==> src/rtl/gwwp_pkg.sv <==
`default_nettype none
package gwwp_pkg;

	localparam int POS_W   = 13;
	localparam int ADDR_W  = 12;
	localparam int LL_W    = 8;
	localparam int SIZE_W  = 12;
	localparam int BYTE_W  = 8;
	localparam int CFG_W   = 12;
	localparam int OUT_W   = 40;
	localparam int MOD_N   = POS_W;
	localparam int CNT_W   = 4;

	localparam logic [BYTE_W-1:0] CH_NUL   = 8'h00;
	localparam logic [BYTE_W-1:0] CH_CR    = 8'h0D;
	localparam logic [BYTE_W-1:0] CH_LF    = 8'h0A;
	localparam logic [BYTE_W-1:0] CH_SPACE = 8'h20;

	localparam logic REG_LINE_LENGTH = 1'b0;
	localparam logic REG_OUT_SIZE    = 1'b1;

	localparam logic KIND_CHAR   = 1'b0;
	localparam logic KIND_LENGTH = 1'b1;

	localparam logic [LL_W-1:0]   LL_RESET   = 8'd80;
	localparam logic [SIZE_W-1:0] SIZE_RESET = 12'd256;

	typedef enum logic [3:0] {
		ST_IDLE,
		ST_DECIDE,
		ST_MOD1,
		ST_JUMP,
		ST_FIT,
		ST_EMIT_RD,
		ST_EMIT_WR,
		ST_ADV,
		ST_MST2,
		ST_MOD2,
		ST_GAP,
		ST_REPORT
	} state_t;

	typedef struct packed {
		logic latch;
		logic restart;
		logic consume;
		logic mod_start;
		logic jump;
		logic advance;
		logic set_gap;
		logic wl_clr;
		logic set_done;
		logic idx_clr;
		logic idx_inc;
		logic push_char;
		logic push_rep;
		logic run_last;
	} cmd_t;

	typedef struct packed {
		logic done;
		logic first;
		logic term;
		logic space;
		logic wl_zero;
		logic full_next;
		logic eoi;
		logic mod_done;
		logic fits;
		logic idx_last;
		logic out_free;
	} sts_t;

endpackage
`default_nettype wire

==> src/rtl/gwwp_ram.sv <==
`default_nettype none
module gwwp_ram #(
	parameter int WIDTH = 8,
	parameter int DEPTH = 32
) (
	input  wire logic                     clk,
	input  wire logic                     we,
	input  wire logic [$clog2(DEPTH)-1:0] waddr,
	input  wire logic [WIDTH-1:0]         wdata,
	input  wire logic [$clog2(DEPTH)-1:0] raddr,
	output logic      [WIDTH-1:0]         rdata
);

	logic [WIDTH-1:0] mem_q [DEPTH];

	always_ff @(posedge clk) begin
		if (we) begin
			mem_q[waddr] <= wdata;
		end
		rdata <= mem_q[raddr];
	end

endmodule
`default_nettype wire

==> src/rtl/gwwp_ctrl.sv <==
`default_nettype none
module gwwp_ctrl
	import gwwp_pkg::*;
(
	input  wire logic clk,
	input  wire logic arst_n,
	input  wire logic in_valid,
	output logic      in_ready,
	input  wire sts_t sts,
	output cmd_t      cmd
);

	state_t state_q, state_d;
	logic   ended_q, ended_d;

	always_ff @(posedge clk or negedge arst_n) begin
		if (!arst_n) begin
			state_q <= ST_IDLE;
			ended_q <= 1'b0;
		end else begin
			state_q <= state_d;
			ended_q <= ended_d;
		end
	end

	always_comb begin
		state_d  = state_q;
		ended_d  = ended_q;
		cmd      = '0;
		in_ready = 1'b0;
		unique case (state_q)
			ST_IDLE: begin
				in_ready  = 1'b1;
				cmd.latch = in_valid;
				if (in_valid) begin
					state_d = ST_DECIDE;
				end
			end
			ST_DECIDE: begin
				if (sts.done) begin
					cmd.restart = sts.eoi;
					state_d     = ST_IDLE;
				end else if (!sts.first && (sts.term || sts.space) && !sts.wl_zero) begin
					cmd.mod_start = 1'b1;
					ended_d       = sts.term || sts.eoi;
					state_d       = ST_MOD1;
				end else if (!sts.first && sts.term) begin
					ended_d = 1'b1;
					state_d = ST_REPORT;
				end else begin
					cmd.consume = 1'b1;
					if (sts.eoi || sts.full_next) begin
						ended_d = 1'b1;
						if (!sts.wl_zero || (!sts.space && !sts.term)) begin
							cmd.mod_start = 1'b1;
							state_d       = ST_MOD1;
						end else begin
							state_d = ST_REPORT;
						end
					end else begin
						state_d = ST_IDLE;
					end
				end
			end
			ST_MOD1: begin
				if (sts.mod_done) begin
					state_d = ST_JUMP;
				end
			end
			ST_JUMP: begin
				cmd.jump = 1'b1;
				state_d  = ST_FIT;
			end
			ST_FIT: begin
				cmd.idx_clr = 1'b1;
				if (sts.fits) begin
					state_d = ST_EMIT_RD;
				end else begin
					cmd.wl_clr = 1'b1;
					ended_d    = 1'b1;
					state_d    = ST_REPORT;
				end
			end
			ST_EMIT_RD: begin
				state_d = ST_EMIT_WR;
			end
			ST_EMIT_WR: begin
				if (sts.out_free) begin
					cmd.push_char = 1'b1;
					cmd.run_last  = !ended_q && sts.idx_last;
					if (sts.idx_last) begin
						state_d = ST_ADV;
					end else begin
						cmd.idx_inc = 1'b1;
						state_d     = ST_EMIT_RD;
					end
				end
			end
			ST_ADV: begin
				cmd.advance = 1'b1;
				state_d     = ST_MST2;
			end
			ST_MST2: begin
				cmd.mod_start = 1'b1;
				state_d       = ST_MOD2;
			end
			ST_MOD2: begin
				if (sts.mod_done) begin
					state_d = ST_GAP;
				end
			end
			ST_GAP: begin
				cmd.set_gap = 1'b1;
				cmd.wl_clr  = 1'b1;
				state_d     = ended_q ? ST_REPORT : ST_IDLE;
			end
			ST_REPORT: begin
				if (sts.out_free) begin
					cmd.push_rep = 1'b1;
					cmd.run_last = 1'b1;
					cmd.restart  = sts.eoi;
					cmd.set_done = !sts.eoi;
					ended_d      = 1'b0;
					state_d      = ST_IDLE;
				end
			end
			default: begin
				state_d = ST_IDLE;
			end
		endcase
	end

endmodule
`default_nettype wire

==> src/rtl/gwwp_dp.sv <==
`default_nettype none
module gwwp_dp
	import gwwp_pkg::*;
#(
	parameter int WORD_MAX      = 32,
	parameter int OUT_ADDR_BITS = 12
) (
	input  wire logic              clk,
	input  wire logic              arst_n,
	input  wire logic              cfg_we,
	input  wire logic              cfg_index,
	input  wire logic [CFG_W-1:0]  cfg_data,
	input  wire logic [BYTE_W-1:0] in_byte,
	input  wire logic              in_last,
	input  wire cmd_t              cmd,
	output sts_t                   sts,
	output logic                   out_valid,
	input  wire logic              out_ready,
	output logic [OUT_W-1:0]       out_data,
	output logic                   out_kind,
	output logic                   out_last
);

	localparam int WL_W = $clog2(WORD_MAX + 1);
	localparam int AW   = $clog2(WORD_MAX);
	localparam int CW   = WL_W + 1;
	localparam logic [POS_W-1:0] ADDR_MASK = POS_W'((64'd1 << OUT_ADDR_BITS) - 64'd1);

	logic [LL_W-1:0]   ll_q;
	logic [SIZE_W-1:0] size_q;
	logic [BYTE_W-1:0] byte_q;
	logic              eoi_q;
	logic [WL_W-1:0]   wl_q;
	logic [POS_W-1:0]  pos_q;
	logic              gap_q;
	logic              first_q;
	logic              done_q;
	logic [LL_W-1:0]   rem_q;
	logic [POS_W-1:0]  dvd_q;
	logic [CNT_W-1:0]  cnt_q;
	logic [AW-1:0]     idx_q;
	logic              ov_q;
	logic              okind_q;
	logic              olast_q;
	logic [ADDR_W-1:0] oaddr_q;
	logic [BYTE_W-1:0] odata_q;
	logic [POS_W-1:0]  olen_q;

	logic [LL_W-1:0]    ll_eff;
	logic [LL_W:0]      trial;
	logic [LL_W:0]      room;
	logic [POS_W-1:0]   need;
	logic [POS_W:0]     end_pos;
	logic [POS_W-1:0]   addr_full;
	logic               is_term;
	logic               is_space;
	logic               storeable;
	logic               out_free;
	logic [BYTE_W-1:0]  rd_byte;

	assign ll_eff    = (ll_q == '0) ? LL_W'(1) : ll_q;
	assign trial     = {rem_q, dvd_q[POS_W-1]};
	assign room      = {1'b0, ll_eff} - {1'b0, rem_q};
	assign need      = POS_W'(wl_q) + POS_W'(gap_q);
	assign end_pos   = (POS_W+1)'(pos_q) + (POS_W+1)'(gap_q) + (POS_W+1)'(wl_q);
	assign addr_full = (pos_q + POS_W'(gap_q) + POS_W'(idx_q)) & ADDR_MASK;
	assign is_term   = (byte_q == CH_NUL) || (byte_q == CH_CR) || (byte_q == CH_LF);
	assign is_space  = (byte_q == CH_SPACE);
	assign storeable = !is_term && !is_space;
	assign out_free  = !ov_q || out_ready;

	always_comb begin
		sts           = '0;
		sts.done      = done_q;
		sts.first     = first_q;
		sts.term      = is_term;
		sts.space     = is_space;
		sts.wl_zero   = (wl_q == '0);
		sts.full_next = storeable && (CW'(wl_q) + CW'(1) == CW'(WORD_MAX));
		sts.eoi       = eoi_q;
		sts.mod_done  = (cnt_q == '0);
		sts.fits      = end_pos <= (POS_W+1)'(size_q);
		sts.idx_last  = (CW'(idx_q) + CW'(1) == CW'(wl_q));
		sts.out_free  = out_free;
	end

	gwwp_ram #(
		.WIDTH(BYTE_W),
		.DEPTH(WORD_MAX)
	) u_word_ram (
		.clk  (clk),
		.we   (cmd.consume && storeable),
		.waddr(wl_q[AW-1:0]),
		.wdata(byte_q),
		.raddr(idx_q),
		.rdata(rd_byte)
	);

	always_ff @(posedge clk or negedge arst_n) begin
		if (!arst_n) begin
			ll_q   <= LL_RESET;
			size_q <= SIZE_RESET;
		end else if (cfg_we) begin
			unique case (cfg_index)
				REG_LINE_LENGTH: ll_q   <= cfg_data[LL_W-1:0];
				REG_OUT_SIZE:    size_q <= cfg_data[SIZE_W-1:0];
				default:         ll_q   <= ll_q;
			endcase
		end
	end

	always_ff @(posedge clk) begin
		if (cmd.latch) begin
			byte_q <= in_byte;
			eoi_q  <= in_last;
		end
	end

	always_ff @(posedge clk or negedge arst_n) begin
		if (!arst_n) begin
			wl_q    <= '0;
			pos_q   <= '0;
			gap_q   <= 1'b0;
			first_q <= 1'b1;
			done_q  <= 1'b0;
		end else if (cmd.restart) begin
			wl_q    <= '0;
			pos_q   <= '0;
			gap_q   <= 1'b0;
			first_q <= 1'b1;
			done_q  <= 1'b0;
		end else begin
			if (cmd.consume) begin
				first_q <= 1'b0;
				if (storeable) begin
					wl_q <= wl_q + WL_W'(1);
				end
			end
			if (cmd.jump && (need > POS_W'(room))) begin
				pos_q <= pos_q + POS_W'(room);
				gap_q <= 1'b0;
			end
			if (cmd.advance) begin
				pos_q <= end_pos[POS_W-1:0];
			end
			if (cmd.set_gap) begin
				gap_q <= (rem_q != '0);
			end
			if (cmd.wl_clr) begin
				wl_q <= '0;
			end
			if (cmd.set_done) begin
				done_q <= 1'b1;
			end
		end
	end

	always_ff @(posedge clk or negedge arst_n) begin
		if (!arst_n) begin
			cnt_q <= '0;
		end else if (cmd.mod_start) begin
			cnt_q <= CNT_W'(MOD_N);
		end else if (cnt_q != '0) begin
			cnt_q <= cnt_q - CNT_W'(1);
		end
	end

	always_ff @(posedge clk) begin
		if (cmd.mod_start) begin
			rem_q <= '0;
			dvd_q <= pos_q;
		end else if (cnt_q != '0) begin
			if (trial >= {1'b0, ll_eff}) begin
				rem_q <= LL_W'(trial - {1'b0, ll_eff});
			end else begin
				rem_q <= trial[LL_W-1:0];
			end
			dvd_q <= {dvd_q[POS_W-2:0], 1'b0};
		end
	end

	always_ff @(posedge clk or negedge arst_n) begin
		if (!arst_n) begin
			idx_q <= '0;
		end else if (cmd.idx_clr) begin
			idx_q <= '0;
		end else if (cmd.idx_inc) begin
			idx_q <= idx_q + AW'(1);
		end
	end

	always_ff @(posedge clk or negedge arst_n) begin
		if (!arst_n) begin
			ov_q <= 1'b0;
		end else if (cmd.push_char || cmd.push_rep) begin
			ov_q <= 1'b1;
		end else if (out_ready) begin
			ov_q <= 1'b0;
		end
	end

	always_ff @(posedge clk) begin
		if (cmd.push_char) begin
			okind_q <= KIND_CHAR;
			oaddr_q <= addr_full[ADDR_W-1:0];
			odata_q <= rd_byte;
			olen_q  <= '0;
			olast_q <= cmd.run_last;
		end else if (cmd.push_rep) begin
			okind_q <= KIND_LENGTH;
			oaddr_q <= '0;
			odata_q <= '0;
			olen_q  <= pos_q;
			olast_q <= cmd.run_last;
		end
	end

	assign out_valid = ov_q;
	assign out_kind  = okind_q;
	assign out_last  = olast_q;
	assign out_data  = {(OUT_W-POS_W-BYTE_W-ADDR_W)'(0), olen_q, odata_q, oaddr_q};

endmodule
`default_nettype wire

==> src/rtl/greedy_word_wrap_placer.sv <==
// A byte that does not finish a word passes the decide state before the next ready.
// Placing a finished word that fits takes two 13-step remainder passes over the output
// position, one word store read per emitted character, and bookkeeping.
// A fitting word's first character is output after a remainder pass and the fit check.
// Reset is asynchronous and active low; it clears all control state and sets
// line_length to 80 and out_size to 256. The word store is not cleared.
`default_nettype none
module greedy_word_wrap_placer
	import gwwp_pkg::*;
#(
	parameter int WORD_MAX      = 32,
	parameter int OUT_ADDR_BITS = 12
) (
	input  wire logic              clk,
	input  wire logic              arst_n,
	input  wire logic              cfg_we,
	input  wire logic              cfg_index,
	input  wire logic [CFG_W-1:0]  cfg_data,
	input  wire logic              s_axis_tvalid,
	output logic                   s_axis_tready,
	input  wire logic [BYTE_W-1:0] s_axis_tdata,  // text_byte
	input  wire logic              s_axis_tlast,  // end_of_input
	output logic                   m_axis_tvalid,
	input  wire logic              m_axis_tready,
	output logic [OUT_W-1:0]       m_axis_tdata,  // write_addr, write_data, text_length
	output logic                   m_axis_tuser,  // kind
	output logic                   m_axis_tlast   // run_last
);

	cmd_t cmd;
	sts_t sts;

	gwwp_ctrl u_ctrl (
		.clk     (clk),
		.arst_n  (arst_n),
		.in_valid(s_axis_tvalid),
		.in_ready(s_axis_tready),
		.sts     (sts),
		.cmd     (cmd)
	);

	gwwp_dp #(
		.WORD_MAX     (WORD_MAX),
		.OUT_ADDR_BITS(OUT_ADDR_BITS)
	) u_dp (
		.clk      (clk),
		.arst_n   (arst_n),
		.cfg_we   (cfg_we),
		.cfg_index(cfg_index),
		.cfg_data (cfg_data),
		.in_byte  (s_axis_tdata),
		.in_last  (s_axis_tlast),
		.cmd      (cmd),
		.sts      (sts),
		.out_valid(m_axis_tvalid),
		.out_ready(m_axis_tready),
		.out_data (m_axis_tdata),
		.out_kind (m_axis_tuser),
		.out_last (m_axis_tlast)
	);

endmodule
`default_nettype wire
==> config.mk <==
export PLATFORM = sky130hd
export DESIGN_NAME = greedy_word_wrap_placer
export DESIGN_NICKNAME = d
export VERILOG_FILES = /design/src/rtl/gwwp_pkg.sv /design/src/rtl/gwwp_ram.sv /design/src/rtl/gwwp_ctrl.sv /design/src/rtl/gwwp_dp.sv /design/src/rtl/greedy_word_wrap_placer.sv
export SDC_FILE = /design/constraint.sdc
export NUM_CORES = 1
export LEC_CHECK = 0
export ABC_AREA = 1
export BUFFER_PORTS_ARGS = -buffer_cell sky130_fd_sc_hd__buf_2
export CAP_MARGIN = 5
export CORE_MARGIN = 1
export CORE_UTILIZATION = 62
export CTS_CLUSTER_SIZE = 28
export DETAILED_ROUTE_END_ITERATION = 10
export GPL_ROUTABILITY_DRIVEN = 0
export PLACE_DENSITY_LB_ADDON = 0.12
export SYNTH_ARGS = -nofsm -noshare
export SYNTH_HDL_FRONTEND = slang
export SYNTH_SLANG_ARGS = --single-unit
==> constraint.sdc <==
create_clock -name clk -period 3.7 [get_ports clk]
set_input_delay 0 -clock clk [delete_from_list [all_inputs] [get_ports clk]]
set_output_delay 0 -clock clk [all_outputs]
set_load 0.05 [all_outputs]
==> results.py <==
metrics = {
    "yosys": {
        "avgSynthCellArea_sq_um": 9.94,
        "synth_cell_types": 51,
        "synth_ff_type": "edfxtp_1",
        "synth_edf_count": 299,
        "yosysTopAreaCellShare": 0.484,
        "netlist_instances": 1866,
        "synth_simple_gate_area_frac": 0.161,
        "synth_largest_area_cell": "edfxtp_1",
        "synth-adder-area-share": 0.0494,
        "synth-async-reset-ratio": 0.148,
        "synth-xor-area-share": 0.0161,
        "synth_area_leaders": "edfxtp_1 48%, dfrtp_1 7.1%, nand2_1 6.9%",
        "ys_ff_latch": 386,
        "syn_area_sq_mm": 0.0186,
        "yosys_warnings": 0,
        "synth_compound_area_frac": 0.124,
        "yosysSeqAreaShare": 0.594,
        "synth_top_family_by_area": "simple AND/OR/NAND/NOR gates",
        "synth_mux_area_frac": 0,
    },
    "timing": {
        "tightest_slew_ns": 0.934,
        "finalSetupViolCount": 0,
        "layout_min_cycle_time_ns": 3.55,
        "hold_violations": 0,
        "tns_ns": 0,
        "fin_crit_sh": 0.960,
        "finalMaxSlewViolations": 0,
        "relSlewSlack": 0.375,
        "holdWs_ns": 0.0677,
        "skew_ns": 0.0185,
        "rsz0062_at_grt": "true",
        "clock.fmax_mhz": 282,
    },
    "global_routing": {
        "met2_usage": 0.473,
        "antenna_found_initial": 0,
        "met1_usage": 0.432,
        "grtUsageMet3": 0.0577,
        "grt_use_total": 0.302,
        "top_usage_layer": "met2",
        "overflow": 0,
        "grt_max_degree": 65,
        "grt_pass1_vias": 13500,
        "grt_pass1_wl_um": 72000,
    },
    "critical_path": {
        "slowest_stage": "dfstp_2",
        "critical_path_arrival_ns": 4.01,
        "end_kind": "register",
        "worstSetupPathType": "reg2reg",
        "cp_max_fo": 6,
        "path_cells": "inv_2 > nand4_1 > nor4_1 > nor2_1 > ha_2 > inv_2 > fa_2 > a21oi_2 > o21ai_2 > xor2_1 > inv_1 > ha_1 > a21oi_1 > o21ai_1 > a21oi_1 > o21bai_1 > or2_2 > a21oi_1 > nand2_1 > nand2_1",
        "cp_data_required_time_ns": 4.16,
        "slowest_delay_ns": 0.55,
        "critPathBufInv": 3,
        "cp-start-kind": "register",
        "crit_top_cell": "a21oi_1",
        "crit_family": "compound AO/OA/AOI/OAI gates",
    },
    "route": {
        "avgViaCountPerCell": 6.00,
        "drc": 0,
        "drt_wl_total_um": 45800,
        "wl_per_cell_um": 19.2,
        "dr.pass1.iters": 6,
        "ant_nets": 0,
        "drtIter0Drc": 1551,
        "vias": 14300,
    },
    "floorplanning": {
        "io_pins": 71,
        "initial_core_util": 0.638,
        "dieWidth_um": 175,
        "rows": 62,
        "die_h_um": 175,
        "coreArea_sq_mm": 0.0291,
        "die_area_sq_mm": 0.0306,
    },
    "power": {
        "vdd_drop_max_uv": 492,
        "p_leak_nw": 8.57,
        "power.density_mw_per_mm2": 839,
        "total_power_mw": 17.6,
    },
    "hold_path": {
        "worstHoldPathType": "in2reg",
    },
    "clock_tree": {
        "clk_latency_ns": 0.54,
        "cts_tree": "built",
        "clk_pin_slew_ns": 0.06,
        "clockRootBuffer": "clkbuf_16",
        "cts-htree-levels": 2,
        "clkSinkCount": 386,
        "cts_buffer_depth": 3,
        "numCtsBuffers": 40,
    },
    "run": {
        "cap_violations": 0,
    },
    "placed_design": {
        "io_buffers": 63,
        "post-dp-hpwl_um": 30100,
    },
    "final_layout": {
        "num_antenna_cells": 0,
        "final_layout_size_suffix_gt1_frac": 0.117,
        "area.growth.synth_to_final_pct": 12.8,
        "final_nets": 2060,
        "n_fill_cell": 2098,
        "mostFrequentLayoutCells": "339 x nand2_1, 299 x edfxtp_1, 244 x nor2_1",
        "final_common_cell": "nand2_1",
    },
    "outcome": {
        "status": "finished, final reports clean",
    },
}
-- worst paths after layout --
check / startpoint / end / slack [ns] / depth (start not counted)
min reg2reg: u_dp.olen_q[2]$_SDFFE_PP0P_ / u_dp.olen_q[2]$_SDFFE_PP0P_ / 0.49 / 2
max reg2reg: u_dp.ll_q[4]$_DFFE_PN1P_ / u_dp.pos_q[7]$_DFFE_PN0P_ / 0.15 / 20
max: u_dp.ll_q[4]$_DFFE_PN1P_ / u_dp.pos_q[7]$_DFFE_PN0P_ / 0.15 / 20
max in group asynchronous: arst_n / u_dp.ll_q[4]$_DFFE_PN1P_ / 2.71 / 3
min: cfg_we / u_dp.ll_q[6]$_DFFE_PN1P_ / 0.07 / 4
min in group asynchronous: arst_n / u_dp.size_q[0]$_DFFE_PN0P_ / 0.09 / 2
-- timing repair --
action,in CTS,in global routing
gates cloned,1,2
gates resized for setup,5,23
pin swaps,3,8
endpoints found under the setup margin,8,23
buffers inserted,0,7
hold buffers,24,0
hold endpoints to repair,68,0
-- power breakdown --
group	total, mW	switching (mW)	internal (mW)
clock network	3.92	1.61	2.31
registers	5.88	0.508	5.37
logic	7.75	5.15	2.60
-- layout make-up --
type	count	area, sq um	share of cell area
inverters	161	606	0.0289
multi-input cells	1239	6640	0.317
clock inverters	20	208	0.00992
well taps	384	480	0.0230
flip-flops and latches	386	11000	0.526
repair buffers	136	923	0.0441
clock buffers	51	1060	0.0508
-- synthesized netlist by cell type (all sizes together), types with 2 or more instances --
cell and count:
xor2 25, o21ai 191, edfxtp 299, o21bai 6, nand2 353, nor4 2
buf 38, fa 7, o21a 2, nand4 15, xnor2 9, dfrtp 53
nor2 256, ha 62, dfstp 4, clkbuf 51, dfxtp 30, nor3 19
nand3 67, o211ai 4, o22ai 58, or2 3, inv 160, o221ai 28
a21boi 2, a21oi 112, a21o 2
-- routing by layer --
layer	vias up	share of wire	routed length, um
li1	6646	-	-
met1	6821	0.43	19600
met2	695	0.45	20700
met3	101	0.091	4190
met4	0	0.028	1280
met5	-	0	0
-- cells by family after synthesis --
group,Yosys count
other cells,1
flops,386
buf+inv,250
xor+xnor,34
fa+ha+maj,69
compound gates,410
simple gates,716
-- registers in the layout (all words and copies together), names as in the netlist, 4 cells and up --
name,cells
u_ctrl.state_q,4
u_dp.byte_q,8
u_dp.cnt_q,4
u_dp.dvd_q,13
u_dp.idx_q,5
u_dp.ll_q,8
u_dp.oaddr_q,12
u_dp.odata_q,8
u_dp.olen_q,13
u_dp.pos_q,13
u_dp.rem_q,8
u_dp.size_q,12
u_dp.u_word_ram.mem_q,256
u_dp.u_word_ram.rdata,8
u_dp.wl_q,6
-- worst reg2reg max path, stage by stage, from the launching register on --
cell      delay (ns)
dfstp_2         0.55
inv_2           0.05
nand4_1         0.06
nor4_1          0.05
nor2_1          0.15
ha_2            0.20
inv_2           0.04
fa_2            0.36
a21oi_2         0.14
o21ai_2         0.09
xor2_1          0.21
inv_1           0.08
ha_1            0.35
a21oi_1         0.17
o21ai_1         0.11
a21oi_1         0.24
o21bai_1        0.12
or2_2           0.28
a21oi_1         0.14
nand2_1         0.06
nand2_1         0.05
-- stage by stage --
stage	instances	utilization	setup WS, ns	cell area (sq um)
after floorplan	1872	-	0.464	18600
after global placement	2272	0.662	0.182	19200
after detailed placement	2272	0.662	-0.0335	19200
after CTS	2368	0.715	0.0209	20800
after global routing	2377	0.720	-0.116	20900
final	2377	0.720	0.149	20900
No activity file was read; power rests on OpenSTA's default activity.
